===== config.mk =====
export PLATFORM = sky130hd
export DESIGN_NAME = text_cleanup_filter_unit_flat
export DESIGN_NICKNAME = d
export VERILOG_FILES = /design/src/hw/rtl/tcf_pkg.sv /design/src/hw/rtl/tcf_if.sv /design/src/hw/rtl/text_cleanup_filter_unit.sv /design/src/hw/rtl/tcf_front.sv /design/src/hw/rtl/tcf_cmd_queue.sv /design/src/hw/rtl/tcf_back.sv /design/src/flat_wrapper.sv
export VERILOG_INCLUDE_DIRS = /design/src /design/src/hw/rtl
export SDC_FILE = /design/constraint.sdc
export NUM_CORES = 1
export LEC_CHECK = 0
export BUFFER_PORTS_ARGS = -buffer_cell sky130_fd_sc_hd__buf_2
export CAP_MARGIN = 10
export CORE_ASPECT_RATIO = 1.4
export CORE_UTILIZATION = 50
export CTS_BUF_LIST = sky130_fd_sc_hd__clkbuf_4
export DETAILED_ROUTE_END_ITERATION = 8
export GPL_TIMING_DRIVEN = 0
export MAX_ROUTING_LAYER = met4
export PLACE_DENSITY = 0.68
export SLEW_MARGIN = 20
export SYNTH_ARGS = -nofsm -noshare
export SYNTH_HDL_FRONTEND = slang
export SYNTH_SLANG_ARGS = --single-unit

===== constraint.sdc =====
create_clock -name clk -period 3.1 [get_ports clk]
set_input_delay 0 -clock clk [delete_from_list [all_inputs] [get_ports clk]]
set_output_delay 0 -clock clk [all_outputs]
set_load 0.01 [all_outputs]

===== src/hw/rtl/assert_macros.svh =====
// Assertion macros shared by the text cleanup filter RTL.
// No dependencies; modules that check their own logic include this header.
`ifndef ASSERT_MACROS_SVH
`define ASSERT_MACROS_SVH

`ifndef SYNTHESIS
// Checked on every rising edge of clk while rst_n is high.
`define TCF_ASSERT(lbl, prop, msg) \
  lbl: assert property (@(posedge clk) disable iff (!rst_n) prop) else $error(msg);
// Checked on every rising edge of clk, reset included.
`define TCF_ASSERT_ALWAYS(lbl, prop, msg) \
  lbl: assert property (@(posedge clk) prop) else $error(msg);
`else
`define TCF_ASSERT(lbl, prop, msg)
`define TCF_ASSERT_ALWAYS(lbl, prop, msg)
`endif

`endif


===== src/hw/rtl/tcf_pkg.sv =====
// Constants, the command type and the byte folding table of the text cleanup filter.
// No dependencies; used by every RTL module and by the testbench.
`default_nettype none

package tcf_pkg;

  localparam logic [7:0] CH_SPACE    = 8'd32;
  localparam logic [7:0] CH_TAB      = 8'd9;
  localparam logic [7:0] CH_NL       = 8'd10;
  localparam logic [7:0] CH_CTRL_MAX = 8'd31;
  localparam logic [7:0] CH_HIGH_MIN = 8'd127;
  localparam logic [7:0] CH_DROP     = 8'd0;

  localparam int TAB_SPACES = 7;
  localparam int TAB_CNT_W  = $clog2(TAB_SPACES);
  localparam logic [TAB_CNT_W-1:0] TAB_LAST = TAB_CNT_W'(TAB_SPACES - 1);

  localparam int QUEUE_DEPTH = 4;
  localparam int QPTR_W      = $clog2(QUEUE_DEPTH);
  localparam int QCNT_W      = $clog2(QUEUE_DEPTH + 1);
  localparam logic [QCNT_W-1:0] QUEUE_FULL = QCNT_W'(QUEUE_DEPTH);

  typedef struct packed {
    logic       is_tab;
    logic [7:0] ch;
  } tcf_cmd_t;

  // Maps a byte that is neither space, tab nor newline; CH_DROP means no output.
  function automatic logic [7:0] map_byte(input logic [7:0] b);
    logic [7:0] c;
    if (b >= 8'd192 && b <= 8'd195) c = 8'd65;
    else if (b == 8'd199) c = 8'd67;
    else if (b == 8'd201 || b == 8'd202) c = 8'd69;
    else if (b == 8'd205) c = 8'd73;
    else if (b >= 8'd211 && b <= 8'd213) c = 8'd79;
    else if (b == 8'd218) c = 8'd85;
    else if (b >= 8'd224 && b <= 8'd227) c = 8'd97;
    else if (b == 8'd231) c = 8'd99;
    else if (b == 8'd233 || b == 8'd234) c = 8'd101;
    else if (b == 8'd237) c = 8'd105;
    else if (b >= 8'd243 && b <= 8'd245) c = 8'd111;
    else if (b == 8'd250) c = 8'd117;
    else if (b >= CH_HIGH_MIN) c = CH_SPACE;
    else if (b > CH_CTRL_MAX) c = b;
    else c = CH_DROP;
    return c;
  endfunction

endpackage

`default_nettype wire


===== src/hw/rtl/tcf_if.sv =====
// Valid/ready channel interfaces for the text cleanup filter input and output items.
// No dependencies.
`default_nettype none

interface tcf_in_if;
  logic       valid;
  logic       ready;
  logic [7:0] in_byte;
  logic       end_of_text;
  modport source (output valid, output in_byte, output end_of_text, input ready);
  modport sink (input valid, input in_byte, input end_of_text, output ready);
endinterface

interface tcf_out_if;
  logic       valid;
  logic       ready;
  logic [7:0] out_char;
  logic       last_of_run;
  modport source (output valid, output out_char, output last_of_run, input ready);
  modport sink (input valid, input out_char, input last_of_run, output ready);
endinterface

`default_nettype wire


===== src/hw/rtl/text_cleanup_filter_unit.sv =====
// Top level of the text cleanup filter: front end, command queue and output sequencer.
// Depends on tcf_pkg, tcf_if, tcf_front, tcf_cmd_queue and tcf_back.
//
//   channel  dir  fields                     handshake
//   in_ch    in   in_byte[7:0], end_of_text  valid/ready
//   out_ch   out  out_char[7:0], last_of_run valid/ready
//
// An input item is taken every cycle while the four-entry command queue has room.
// A byte that gives one output leaves one item per cycle while out_ch is ready;
// a tab holds the output sequencer while its seven spaces drain; the queue absorbs input.
// Dropped bytes, collapsed spaces and end of text after a newline give no output.
// Results leave from an output register loaded from the command at the queue head.
// Reset is synchronous, active low, and returns the text state to start of text.
`default_nettype none

module text_cleanup_filter_unit
  import tcf_pkg::*;
(
  input  wire logic clk,
  input  wire logic rst_n,
  tcf_in_if.sink    in_ch,
  tcf_out_if.source out_ch
);

  logic     push_valid;
  logic     push_ready;
  tcf_cmd_t push_cmd;
  logic     pop_valid;
  logic     pop_ready;
  tcf_cmd_t pop_cmd;

  tcf_front u_front (
    .clk        (clk),
    .rst_n      (rst_n),
    .in_ch      (in_ch),
    .push_valid (push_valid),
    .push_ready (push_ready),
    .push_cmd   (push_cmd)
  );

  tcf_cmd_queue u_queue (
    .clk        (clk),
    .rst_n      (rst_n),
    .push_valid (push_valid),
    .push_ready (push_ready),
    .push_cmd   (push_cmd),
    .pop_valid  (pop_valid),
    .pop_ready  (pop_ready),
    .pop_cmd    (pop_cmd)
  );

  tcf_back u_back (
    .clk       (clk),
    .rst_n     (rst_n),
    .cmd_valid (pop_valid),
    .cmd_ready (pop_ready),
    .cmd       (pop_cmd),
    .out_ch    (out_ch)
  );

endmodule

`default_nettype wire


===== src/hw/rtl/tcf_front.sv =====
// Front end: accepts input items, tracks text state and issues output commands.
// Depends on tcf_pkg and tcf_in_if.
`default_nettype none

module tcf_front
  import tcf_pkg::*;
(
  input  wire logic clk,
  input  wire logic rst_n,
  tcf_in_if.sink    in_ch,
  output logic      push_valid,
  input  wire logic push_ready,
  output tcf_cmd_t  push_cmd
);

  logic prev_nl_r, prev_nl_nxt;
  logic at_start_r, at_start_nxt;
  logic in_run_r, in_run_nxt;
  logic keeps_r, keeps_nxt;
  logic emit;
  logic accept;
  logic [7:0] mapped;

  assign in_ch.ready = push_ready;
  assign accept      = in_ch.valid && push_ready;
  assign push_valid  = in_ch.valid && emit;
  assign mapped      = map_byte(in_ch.in_byte);

  always_comb begin
    prev_nl_nxt     = prev_nl_r;
    at_start_nxt    = at_start_r;
    in_run_nxt      = in_run_r;
    keeps_nxt       = keeps_r;
    emit            = 1'b0;
    push_cmd.is_tab = 1'b0;
    push_cmd.ch     = in_ch.in_byte;
    if (in_ch.end_of_text) begin
      emit         = !prev_nl_r;
      push_cmd.ch  = CH_NL;
      prev_nl_nxt  = 1'b0;
      at_start_nxt = 1'b1;
      in_run_nxt   = 1'b0;
      keeps_nxt    = 1'b0;
    end else begin
      if (in_ch.in_byte == CH_SPACE) begin
        if (!in_run_r) begin
          keeps_nxt  = prev_nl_r || at_start_r;
          in_run_nxt = 1'b1;
          emit       = 1'b1;
        end else begin
          emit = keeps_r;
        end
      end else begin
        in_run_nxt = 1'b0;
        keeps_nxt  = 1'b0;
        if (in_ch.in_byte == CH_TAB) begin
          emit            = 1'b1;
          push_cmd.is_tab = 1'b1;
          push_cmd.ch     = CH_SPACE;
        end else if (in_ch.in_byte == CH_NL) begin
          emit = 1'b1;
        end else begin
          emit        = (mapped != CH_DROP);
          push_cmd.ch = mapped;
        end
      end
      prev_nl_nxt  = (in_ch.in_byte == CH_NL);
      at_start_nxt = 1'b0;
    end
  end

  always_ff @(posedge clk) begin
    if (!rst_n) begin
      prev_nl_r  <= 1'b0;
      at_start_r <= 1'b1;
      in_run_r   <= 1'b0;
      keeps_r    <= 1'b0;
    end else if (accept) begin
      prev_nl_r  <= prev_nl_nxt;
      at_start_r <= at_start_nxt;
      in_run_r   <= in_run_nxt;
      keeps_r    <= keeps_nxt;
    end
  end

endmodule

`default_nettype wire


===== src/hw/rtl/tcf_cmd_queue.sv =====
// Small command queue between the front end and the output sequencer.
// Depends on tcf_pkg and assert_macros.svh.
`default_nettype none
`include "assert_macros.svh"

module tcf_cmd_queue
  import tcf_pkg::*;
(
  input  wire logic     clk,
  input  wire logic     rst_n,
  input  wire logic     push_valid,
  output logic          push_ready,
  input  wire tcf_cmd_t push_cmd,
  output logic          pop_valid,
  input  wire logic     pop_ready,
  output tcf_cmd_t      pop_cmd
);

  tcf_cmd_t          mem_r [QUEUE_DEPTH];
  logic [QPTR_W-1:0] wr_ptr_r;
  logic [QPTR_W-1:0] rd_ptr_r;
  logic [QCNT_W-1:0] count_r;
  logic              do_push;
  logic              do_pop;

  assign push_ready = (count_r != QUEUE_FULL);
  assign pop_valid  = (count_r != '0);
  assign pop_cmd    = mem_r[rd_ptr_r];
  assign do_push    = push_valid && push_ready;
  assign do_pop     = pop_valid && pop_ready;

  always_ff @(posedge clk) begin
    if (do_push) begin
      mem_r[wr_ptr_r] <= push_cmd;
    end
  end

  always_ff @(posedge clk) begin
    if (!rst_n) begin
      wr_ptr_r <= '0;
      rd_ptr_r <= '0;
      count_r  <= '0;
    end else begin
      if (do_push) begin
        wr_ptr_r <= wr_ptr_r + QPTR_W'(1);
      end
      if (do_pop) begin
        rd_ptr_r <= rd_ptr_r + QPTR_W'(1);
      end
      if (do_push && !do_pop) begin
        count_r <= count_r + QCNT_W'(1);
      end else if (do_pop && !do_push) begin
        count_r <= count_r - QCNT_W'(1);
      end
    end
  end

  `TCF_ASSERT(a_count_bound, count_r <= QUEUE_FULL, "Queue count exceeds its depth.")
  `TCF_ASSERT(a_ptr_gap, (count_r == '0 || count_r == QUEUE_FULL) |-> (wr_ptr_r == rd_ptr_r),
              "Queue pointers disagree with an empty or full count.")

endmodule

`default_nettype wire


===== src/hw/rtl/tcf_back.sv =====
// Output sequencer: expands queued commands into output items through an output register.
// Depends on tcf_pkg, tcf_out_if and assert_macros.svh.
`default_nettype none
`include "assert_macros.svh"

module tcf_back
  import tcf_pkg::*;
(
  input  wire logic     clk,
  input  wire logic     rst_n,
  input  wire logic     cmd_valid,
  output logic          cmd_ready,
  input  wire tcf_cmd_t cmd,
  tcf_out_if.source     out_ch
);

  logic                 out_valid_r, out_valid_nxt;
  logic [7:0]           out_char_r, out_char_nxt;
  logic                 out_last_r, out_last_nxt;
  logic [TAB_CNT_W-1:0] cnt_r, cnt_nxt;
  logic                 load_en;
  logic                 cmd_last;

  assign out_ch.valid       = out_valid_r;
  assign out_ch.out_char    = out_char_r;
  assign out_ch.last_of_run = out_last_r;

  assign load_en   = !out_valid_r || out_ch.ready;
  assign cmd_last  = !cmd.is_tab || (cnt_r == TAB_LAST);
  assign cmd_ready = load_en && cmd_last;

  always_comb begin
    out_valid_nxt = out_valid_r;
    out_char_nxt  = out_char_r;
    out_last_nxt  = out_last_r;
    cnt_nxt       = cnt_r;
    if (load_en) begin
      out_valid_nxt = cmd_valid;
      if (cmd_valid) begin
        out_char_nxt = cmd.ch;
        out_last_nxt = cmd_last;
        if (cmd.is_tab) begin
          cnt_nxt = cmd_last ? '0 : cnt_r + TAB_CNT_W'(1);
        end
      end
    end
  end

  always_ff @(posedge clk) begin
    if (!rst_n) begin
      out_valid_r <= 1'b0;
      cnt_r       <= '0;
    end else begin
      out_valid_r <= out_valid_nxt;
      cnt_r       <= cnt_nxt;
    end
  end

  always_ff @(posedge clk) begin
    out_char_r <= out_char_nxt;
    out_last_r <= out_last_nxt;
  end

  `TCF_ASSERT(a_tab_in_progress, (cnt_r != '0) |-> (cmd_valid && cmd.is_tab && out_valid_r),
              "Tab expansion count is active without a tab command at the queue head.")
  `TCF_ASSERT(a_tab_not_last, (cnt_r != '0) |-> !out_last_r,
              "A partial tab expansion was marked as the last item of its run.")

endmodule

`default_nettype wire


===== src/flat_wrapper.sv =====
// flat-port wrapper written by rule: the top's interface ports become plain ports
module text_cleanup_filter_unit_flat import tcf_pkg::*;
  (clk, rst_n, in_ch_valid, in_ch_in_byte, in_ch_end_of_text, in_ch_ready, out_ch_valid, out_ch_out_char, out_ch_last_of_run, out_ch_ready);
  tcf_in_if in_ch_i ();
  tcf_out_if out_ch_i ();
  input  wire logic clk;
  input  wire logic rst_n;
  input wire logic [$bits(in_ch_i.valid)-1:0] in_ch_valid;
  input wire logic [$bits(in_ch_i.in_byte)-1:0] in_ch_in_byte;
  input wire logic [$bits(in_ch_i.end_of_text)-1:0] in_ch_end_of_text;
  output wire logic [$bits(in_ch_i.ready)-1:0] in_ch_ready;
  output wire logic [$bits(out_ch_i.valid)-1:0] out_ch_valid;
  output wire logic [$bits(out_ch_i.out_char)-1:0] out_ch_out_char;
  output wire logic [$bits(out_ch_i.last_of_run)-1:0] out_ch_last_of_run;
  input wire logic [$bits(out_ch_i.ready)-1:0] out_ch_ready;
  assign in_ch_i.valid = in_ch_valid;
  assign in_ch_i.in_byte = in_ch_in_byte;
  assign in_ch_i.end_of_text = in_ch_end_of_text;
  assign in_ch_ready = in_ch_i.ready;
  assign out_ch_valid = out_ch_i.valid;
  assign out_ch_out_char = out_ch_i.out_char;
  assign out_ch_last_of_run = out_ch_i.last_of_run;
  assign out_ch_i.ready = out_ch_ready;
  text_cleanup_filter_unit u_core (.clk(clk), .rst_n(rst_n), .in_ch(in_ch_i), .out_ch(out_ch_i));
endmodule

==> reports/results.txt, run 1 <==
Kind of end point of the critical path - flip-flop
Total cell area at the placement stage - 3220 um^2
Overall Power - 2.46 mW
Number of clock buffers inserted by TritonCTS - 9
CTS HTree Levels - 3
Aggregate global routing overflow - 0
Vias - 1979
Static leakage - 1.24 nW
Hold/Removal Path Class - in2reg
Maximum number of pins on one net before global-route repair - 15
Total of warnings raised by yosys - 0
Most common flop cell mapped by yosys - sky130_fd_sc_hd__edfxtp_1
Tmin final - 2830 ps
Chip Width - 67.8 um
Outcome - completed
CTS clk-pin slew, worst paths - 100 ps
Initial standard-cell utilization of the core - 51.6%
Switching share of power - 27.1%
RSZ-0062 raised after global routing - no
Switching power total - 0.666 mW
Logic gate share of total power - 24.9%
CP Cell Sequence - or3b_4, nand2_1, o311ai_2, nor3_2, a21oi_2, ha_1, inv_1, fa_1, xor2_1, or3_1, a21boi_0
Most instantiated cells after synthesis - sky130_fd_sc_hd__edfxtp_1, sky130_fd_sc_hd__dfxtp_1, sky130_fd_sc_hd__nand2_1
Average cell area after synthesis - 12.6 um^2
Power Dens Cells - 716 nW/um^2
Routability congestion estimate - 0.848
Internal power of the cells - 1.80 mW
Global-route usage over all layers - 19.7%
Boundary pin count - 24
Endpoints failing setup - 0
Cell family with most CP delay - simple AND/OR/NAND/NOR gates
Leading area contributor after synthesis - sky130_fd_sc_hd__edfxtp_1
Number of fill cells in the layout - 484
Iter 0 DRT Violations - 97
Core ar. - 5860 um^2
Total wirelength of the detailed-routed design - 5250 um
Post-Route Hold Slack - 58.2 ps
Clock latency of the later-clocked register in the worst-skew pair - 380 ps
Number of iterations in the first detailed-routing pass - 4
Worst clock skew on the final layout - 11.5 ps
CP Data Arrival Time - 3130 ps
Cell with the largest stage delay on the worst path - sky130_fd_sc_hd__fa_1
Die Outline Area - 6370 um^2
Number of sinks handled by clock tree synthesis - 62
Number of hold violations in the final report - 0
Max Root-Sink Buffers - 2
DP HPWL - 3640 um
Layout Cell Area excl Fill - 3440 um^2
Critical path launch point type - flip-flop
Largest stage delay, worst path - 430 ps
Transition time of the tightest slew-check pin - 981 ps
Share of flip-flops with an asynchronous set or reset after synthesis - 0%
Launching point of the worst reg2reg path - u_core.u_queue.count_r[0]
Row count - 33
Remaining antenna violation count after routing - 0
Number of pins with negative max-slew slack in the final report - 0
Setup TNS - 0 ps
Critical Path Start - u_core.u_queue.count_r[0]
Clk Tree Root Cell - sky130_fd_sc_hd__clkbuf_4
Post-Layout Cell Count - 351
Portion of synthesized cell area occupied by the leading cell type - 44.6%
Highest fanout seen on the critical path - 6
Maximum Capacitance Violations - 0
Inserted Diodes - 0
Most area-consuming cells after synthesis - sky130_fd_sc_hd__edfxtp_1, sky130_fd_sc_hd__dfxtp_1, sky130_fd_sc_hd__mux4_2
Sequential cell area - 1690 um^2
Syn Std Cell Area - 3030 um^2
Post-placement cell count - 332
Via density - 5.64
Setup Crit Path Kind - reg2reg
NumNets Final - 297
Maximum vdd drop - 285 uV
Via count of the first global-routing pass - 1879
Port Buf Inserts - 19
Wire length of the first global-routing pass - 8710 um
Height of the chip - 94.1 um
Fraction of the yosys area taken by sequential cells - 55.9%
CP Buf/Inv Count - 1
CP required - 3400 ps
Multi-input logic area - 1190 um^2
Most common cell in the netlist - sky130_fd_sc_hd__edfxtp_1
Clock tree from TritonCTS - built
Number of flops mapped to enable cells by yosys - 45
Worst slew margin relative to its limit - 32.9%
Post-synth cell types - 60
FF+latch count, synth - 62
Antenna violations before repair - 0
Share of layout cells above drive strength 1 - 24.2%
Avg WL per Cell - 15.0 um
Portion of the clock cycle consumed by the worst path in the final layout - 91.2%
Instance count of the mapped netlist - 240
Power share of the clock group - 28.3%
Number of DRC violations after detailed routing - 0
Area growth syn-to-layout - 13.6%
Launch point of the worst hold path - in_ch_in_byte[5]
Highest attainable clock frequency - 354 MHz
Sequential cell fraction of total power - 46.8%
## cell usage in the layout (no fill, tap or decap), types with 8 or more instances in the layout
master / instances
sky130_fd_sc_hd__edfxtp_1: 45
sky130_fd_sc_hd__buf_2: 20
sky130_fd_sc_hd__nand2_1: 17
sky130_fd_sc_hd__dfxtp_1: 17
sky130_fd_sc_hd__nor2_1: 14
sky130_fd_sc_hd__inv_1: 13
sky130_fd_sc_hd__clkbuf_4: 12
sky130_fd_sc_hd__nor3_1: 10
sky130_fd_sc_hd__and2_1: 10
sky130_fd_sc_hd__mux4_2: 9
sky130_fd_sc_hd__a21oi_1: 8
## logic make-up after synthesis
group / Yosys count / share of synthesized area, %
AO/OA/AOI/OAI: 45 / 11.2
AND/OR/NAND/NOR: 83 / 15.5
XOR/XNOR: 5 / 1.45
multiplexers: 10 / 7.03
buffers and inverters: 26 / 5.17
other: 1 / 0.124
flip-flops: 62 / 55.9
adder cells (fa/ha/maj): 8 / 3.56
## power groups by stage
| stage | clock, mW | sequential (mW) | combinational [mW] |
|---|---|---|---|
| 6_report | 0.697 | 1.15 | 0.614 |
| 5_1_grt | 0.745 | 1.18 | 0.699 |
| 4_1_cts | 0.715 | 1.15 | 0.624 |
| 3_5_place_dp | 0 | 1.17 | 0.616 |
| 3_3_place_gp | 0 | 1.16 | 0.602 |
| 2_1_floorplan | 0 | 1.20 | 0.410 |
## worst paths after layout
path                           endpoint  slack (ps)  cells past startpoint
min          u_core.u_queue.mem_r[1][8]          60                      2
min reg2reg      u_core.u_back.cnt_r[0]         490                      2
max reg2reg   u_core.u_queue.count_r[2]         270                     11
max           u_core.u_queue.count_r[2]         270                     11
## repair_timing
| action | in CTS | in global routing |
|---|---|---|
| resized for setup | 0 | 0 |
| hold buffers | 3 | 0 |
| endpoints found under the setup margin | 0 | 0 |
| setup buffers | 0 | 0 |
| endpoints found under the hold margin | 4 | 0 |
## sequential cells by signal, indices dropped and copies added (netlist names), named ones only
register,cells
u_core.u_queue.rd_ptr_r,2
u_core.u_back.cnt_r,3
u_core.u_front.prev_nl_r,1
u_core.u_front.in_run_r,1
u_core.u_queue.wr_ptr_r,2
u_core.u_back.out_ch.out_char,8
u_core.u_queue.mem_r,36
u_core.u_back.out_ch.last_of_run,1
u_core.u_back.out_ch.valid,1
u_core.u_front.keeps_r,1
u_core.u_queue.count_r,3
u_core.u_front.at_start_r,1
## area by class of cell
class	instances	share of cell area (%)
buffer	13	3.13
clock buffer	12	2.62
clock inverter	4	2.76
inverter	13	1.42
multi-input combinational	155	34.7
sequential	62	49.2
tap	70	2.55
timing repair buffer	22	3.64
## per-stage QoR
step                util [%]  setup slack (ps)
floorplan                  -               561
global placement        54.9               254
detailed placement      55.0               320
CTS                     58.7               274
global route            58.7              54.0
finish                  58.7               272
## routing by layer
layer | up-vias | part of all wire [%] | global-route usage (%) | routed length, um
met5 | - | 0 | - | 0
met4 | 0 | 3.5 | 11.3 | 183
met3 | 13 | 3.6 | 5.46 | 191
met2 | 52 | 52 | 31.2 | 2740
met1 | 938 | 41 | 21.6 | 2140
li1 | 976 | - | - | -
Power figures use the tool's default switching activity.
==> run 2: changes to the inputs <==
--- a/config.mk
+++ b/config.mk
@@ -9,12 +9,13 @@
 export BUFFER_PORTS_ARGS = -buffer_cell sky130_fd_sc_hd__buf_2
 export CAP_MARGIN = 10
 export CORE_ASPECT_RATIO = 1.4
-export CORE_UTILIZATION = 50
+export CORE_UTILIZATION = 40
 export CTS_BUF_LIST = sky130_fd_sc_hd__clkbuf_4
 export DETAILED_ROUTE_END_ITERATION = 8
 export GPL_TIMING_DRIVEN = 0
 export MAX_ROUTING_LAYER = met4
-export PLACE_DENSITY = 0.68
+export PLACE_DENSITY = 0.66
+export SETUP_SLACK_MARGIN = 0.4
 export SLEW_MARGIN = 20
 export SYNTH_ARGS = -nofsm -noshare
 export SYNTH_HDL_FRONTEND = slang
==> run 2 against run 1 <==
Effect of this change: via count up 1.2%; critical path depth unchanged; worst hold slack worse by 17 ps; clock skew up 4.9 ps; die area up 24%; highest routed layer unchanged; power down 9.6%; final area up 0.22%; cell count up 8.5%; register-to-register slack better by 260 ps; critical path type unchanged; non-clock buffer count up 3.
==> reports/results.txt, run 2 (synthesized netlist as in run 1, its figures left out) <==
Via count of the first global-routing pass - 1846 (-1.8%)
Maximum vdd drop - 216 uV (-24%)
Boundary pin count - 24 (unchanged)
Static leakage - 1.22 nW (-1.8%)
Transition time of the tightest slew-check pin - 940 ps (-41.4 ps)
Launch point of the worst hold path - in_ch_in_byte[5]
Power Dens Cells - 646 nW/um^2 (-9.8%)
Routability congestion estimate - 0.894 (+5.4%)
Total wirelength of the detailed-routed design - 5240 um (-0.15%)
Row count - 37 (+12%)
Number of hold violations in the final report - 0 (unchanged)
Remaining antenna violation count after routing - 0 (unchanged)
Number of iterations in the first detailed-routing pass - 5 (+1)
Register name with the most flops - u_core.u_queue.mem_r
Wire length of the first global-routing pass - 8520 um (-2.1%)
Post-Route Hold Slack - 41.6 ps (-16.6 ps)
Maximum Capacitance Violations - 0 (unchanged)
Portion of the clock cycle consumed by the worst path in the final layout - 83.0% (-8.2 points)
CP required - 3440 ps (+40 ps)
Highest attainable clock frequency - 389 MHz (+9.9%)
Number of pins with negative max-slew slack in the final report - 0 (unchanged)
Vias - 2002 (+1.2%)
Aggregate global routing overflow - 0 (unchanged)
Hold EP - u_core.u_queue.mem_r[0][8]
Number of DRC violations after detailed routing - 0 (unchanged)
Final setup margin - 527 ps (+255 ps)
Avg WL per Cell - 13.8 um (-8.0%)
Hold depth - 2 (unchanged)
Die Outline Area - 7920 um^2 (+24%)
CP Cell Sequence - or3b_4, nand2_4, o311ai_4, nor3_4, a21oi_2, ha_2, inv_1, fa_2, xor2_1, or3_1, a21boi_1
Outcome - completed
Worst slew margin relative to its limit - 35.7% (+2.8 points)
Destination of the worst register-to-register timing path - u_core.u_queue.count_r[2]
CTS HTree Levels - 3 (unchanged)
Cell with the largest stage delay on the worst path - sky130_fd_sc_hd__fa_2
Area growth syn-to-layout - 13.9%
Number of clock buffers inserted by TritonCTS - 9 (unchanged)
Leading cell type in the layout, fill and taps excluded - sky130_fd_sc_hd__edfxtp_1
Number of fill cells in the layout - 706 (+46%)
Clock tree from TritonCTS - built
Post-placement worst setup slack - 314 ps (-5.82 ps)
Endpoints failing setup - 0 (unchanged)
Setup TNS - 0 ps (unchanged)
Chip Width - 75.5 um (+11%)
NumNets Final - 300 (+1.0%)
Hold/Removal Path Class - in2reg
Kind of end point of the critical path - flip-flop
Clock latency of the later-clocked register in the worst-skew pair - 400 ps (+20 ps)
Sequential cell area - 1690 um^2 (+0.15%)
Clk Tree Root Cell - sky130_fd_sc_hd__clkbuf_4
Height of the chip - 105 um (+12%)
Number of sinks handled by clock tree synthesis - 62 (unchanged)
CP Data Arrival Time - 2910 ps (-220 ps)
RSZ-0062 raised after global routing - no
DP HPWL - 3660 um (+0.54%)
Largest stage delay, worst path - 380 ps (-50 ps)
Launching point of the worst reg2reg path - u_core.u_queue.count_r[2]
Highest fanout seen on the critical path - 6 (unchanged)
Flip-flop count of the largest register, all copies and words added - 36 (unchanged)
Initial standard-cell utilization of the core - 41.4% (-10 points)
Critical path launch point type - flip-flop
Iter 0 DRT Violations - 94 (-3.1%)
Setup Crit Path Kind - reg2reg
Global-route usage over all layers - 15.1% (-4.6 points)
CTS clk-pin slew, worst paths - 100 ps (about the same)
Highest-count cells in the layout ignoring fill and taps - sky130_fd_sc_hd__edfxtp_1, sky130_fd_sc_hd__buf_2, sky130_fd_sc_hd__nand2_1
Slack of the worst reg-to-reg path - 530 ps (+260 ps)
Maximum number of pins on one net before global-route repair - 15 (unchanged)
Port Buf Inserts - 19 (unchanged)
Via density - 5.25 (-6.8%)
Tmin final - 2570 ps (-255 ps)
Multi-input logic area - 1220 um^2 (+2.4%)
Depth of the worst register-to-register path - 11 (unchanged)
Core ar. - 7310 um^2 (+25%)
Antenna violations before repair - 1 (+1)
Fin util - 47.1% (-12 points)
Worst clock skew on the final layout - 16.4 ps (+4.91 ps)
Max Root-Sink Buffers - 2 (unchanged)
Share of layout cells above drive strength 1 - 26.5% (+2.3 points)
==> run 2: cell types whose count changed in the layout (fill, tap and decap cells not counted), moves of 2 or more <==
cell | before | now
sky130_fd_sc_hd__buf_4 | 1 | 4
sky130_fd_sc_hd__bufinv_16 | 3 | 0
sky130_fd_sc_hd__clkbuf_4 | 12 | 10
sky130_fd_sc_hd__clkinv_2 | 1 | 4
sky130_fd_sc_hd__dfxtp_1 | 17 | 15
sky130_fd_sc_hd__dfxtp_2 | 0 | 2
==> run 2: stage by stage <==
stage	power, mW	std cells	cell area, um^2
4_1_cts	2.23	378	3400
6_report	2.23	381	3450
5_1_grt	2.37	381	3450
2_1_floorplan	1.61	243	3040
3_3_place_gp	1.77	359	3250
3_5_place_dp	1.79	359	3260
==> run 2: power breakdown <==
part / leakage, nW / switching, mW / internal, mW
clock network: 0.0618 / 0.270 / 0.164
logic: 0.598 / 0.350 / 0.290
registers: 0.563 / 0.0616 / 1.09
total: 1.22 / 0.682 / 1.55
==> run 2: worst max path at each step <==
stage | cells after the start | startpoint | to
6_report | 11 | u_core.u_queue.count_r[2] | u_core.u_queue.count_r[2]
4_1_cts | 11 | u_core.u_queue.count_r[2] | u_core.u_queue.count_r[2]
5_1_grt | 11 | u_core.u_queue.count_r[2] | u_core.u_queue.count_r[2]
3_5_place_dp | 11 | u_core.u_queue.count_r[0] | u_core.u_queue.count_r[2]
2_1_floorplan | 11 | u_core.u_queue.count_r[0] | u_core.u_queue.count_r[2]
3_3_place_gp | 10 | u_core.u_queue.count_r[0] | u_core.u_queue.count_r[2]
==> run 2: repair_timing <==
action,4_1_cts,5_1_grt
gates resized for setup,0,9
setup buffers,1,2
endpoints found under the setup margin,1,2
pin swaps,1,5
hold endpoints to repair,4,0
hold buffers,3,0
==> run 2: routing by layer <==
| layer | global-route usage [%] | routed length [um] |
|---|---|---|
| met1 | 17.3 | 2190 |
| met2 | 23.8 | 2740 |
| met3 | 3.86 | 170 |
| met4 | 7.54 | 141 |
| met5 | - | 0 |
==> run 2: area by class of cell <==
cell class | instances | share of cell area, %
inverter | 13 | 1.42
tap | 97 | 3.52
clock buffer | 10 | 2.18
multi-input combinational | 155 | 35.5
buffer | 13 | 3.12
sequential | 62 | 49.1
antenna | 1 | 0.0726
timing repair buffer | 25 | 4.28
clock inverter | 5 | 0.799
==> run 2: critical path, delay by kind of cell (launching register included) <==
family | cells | cell delay (ps)
simple gates | 4 | 740
flops | 1 | 350
compound gates | 3 | 630
buf+inv | 1 | 60
fa+ha+maj | 2 | 580
xor+xnor | 1 | 150
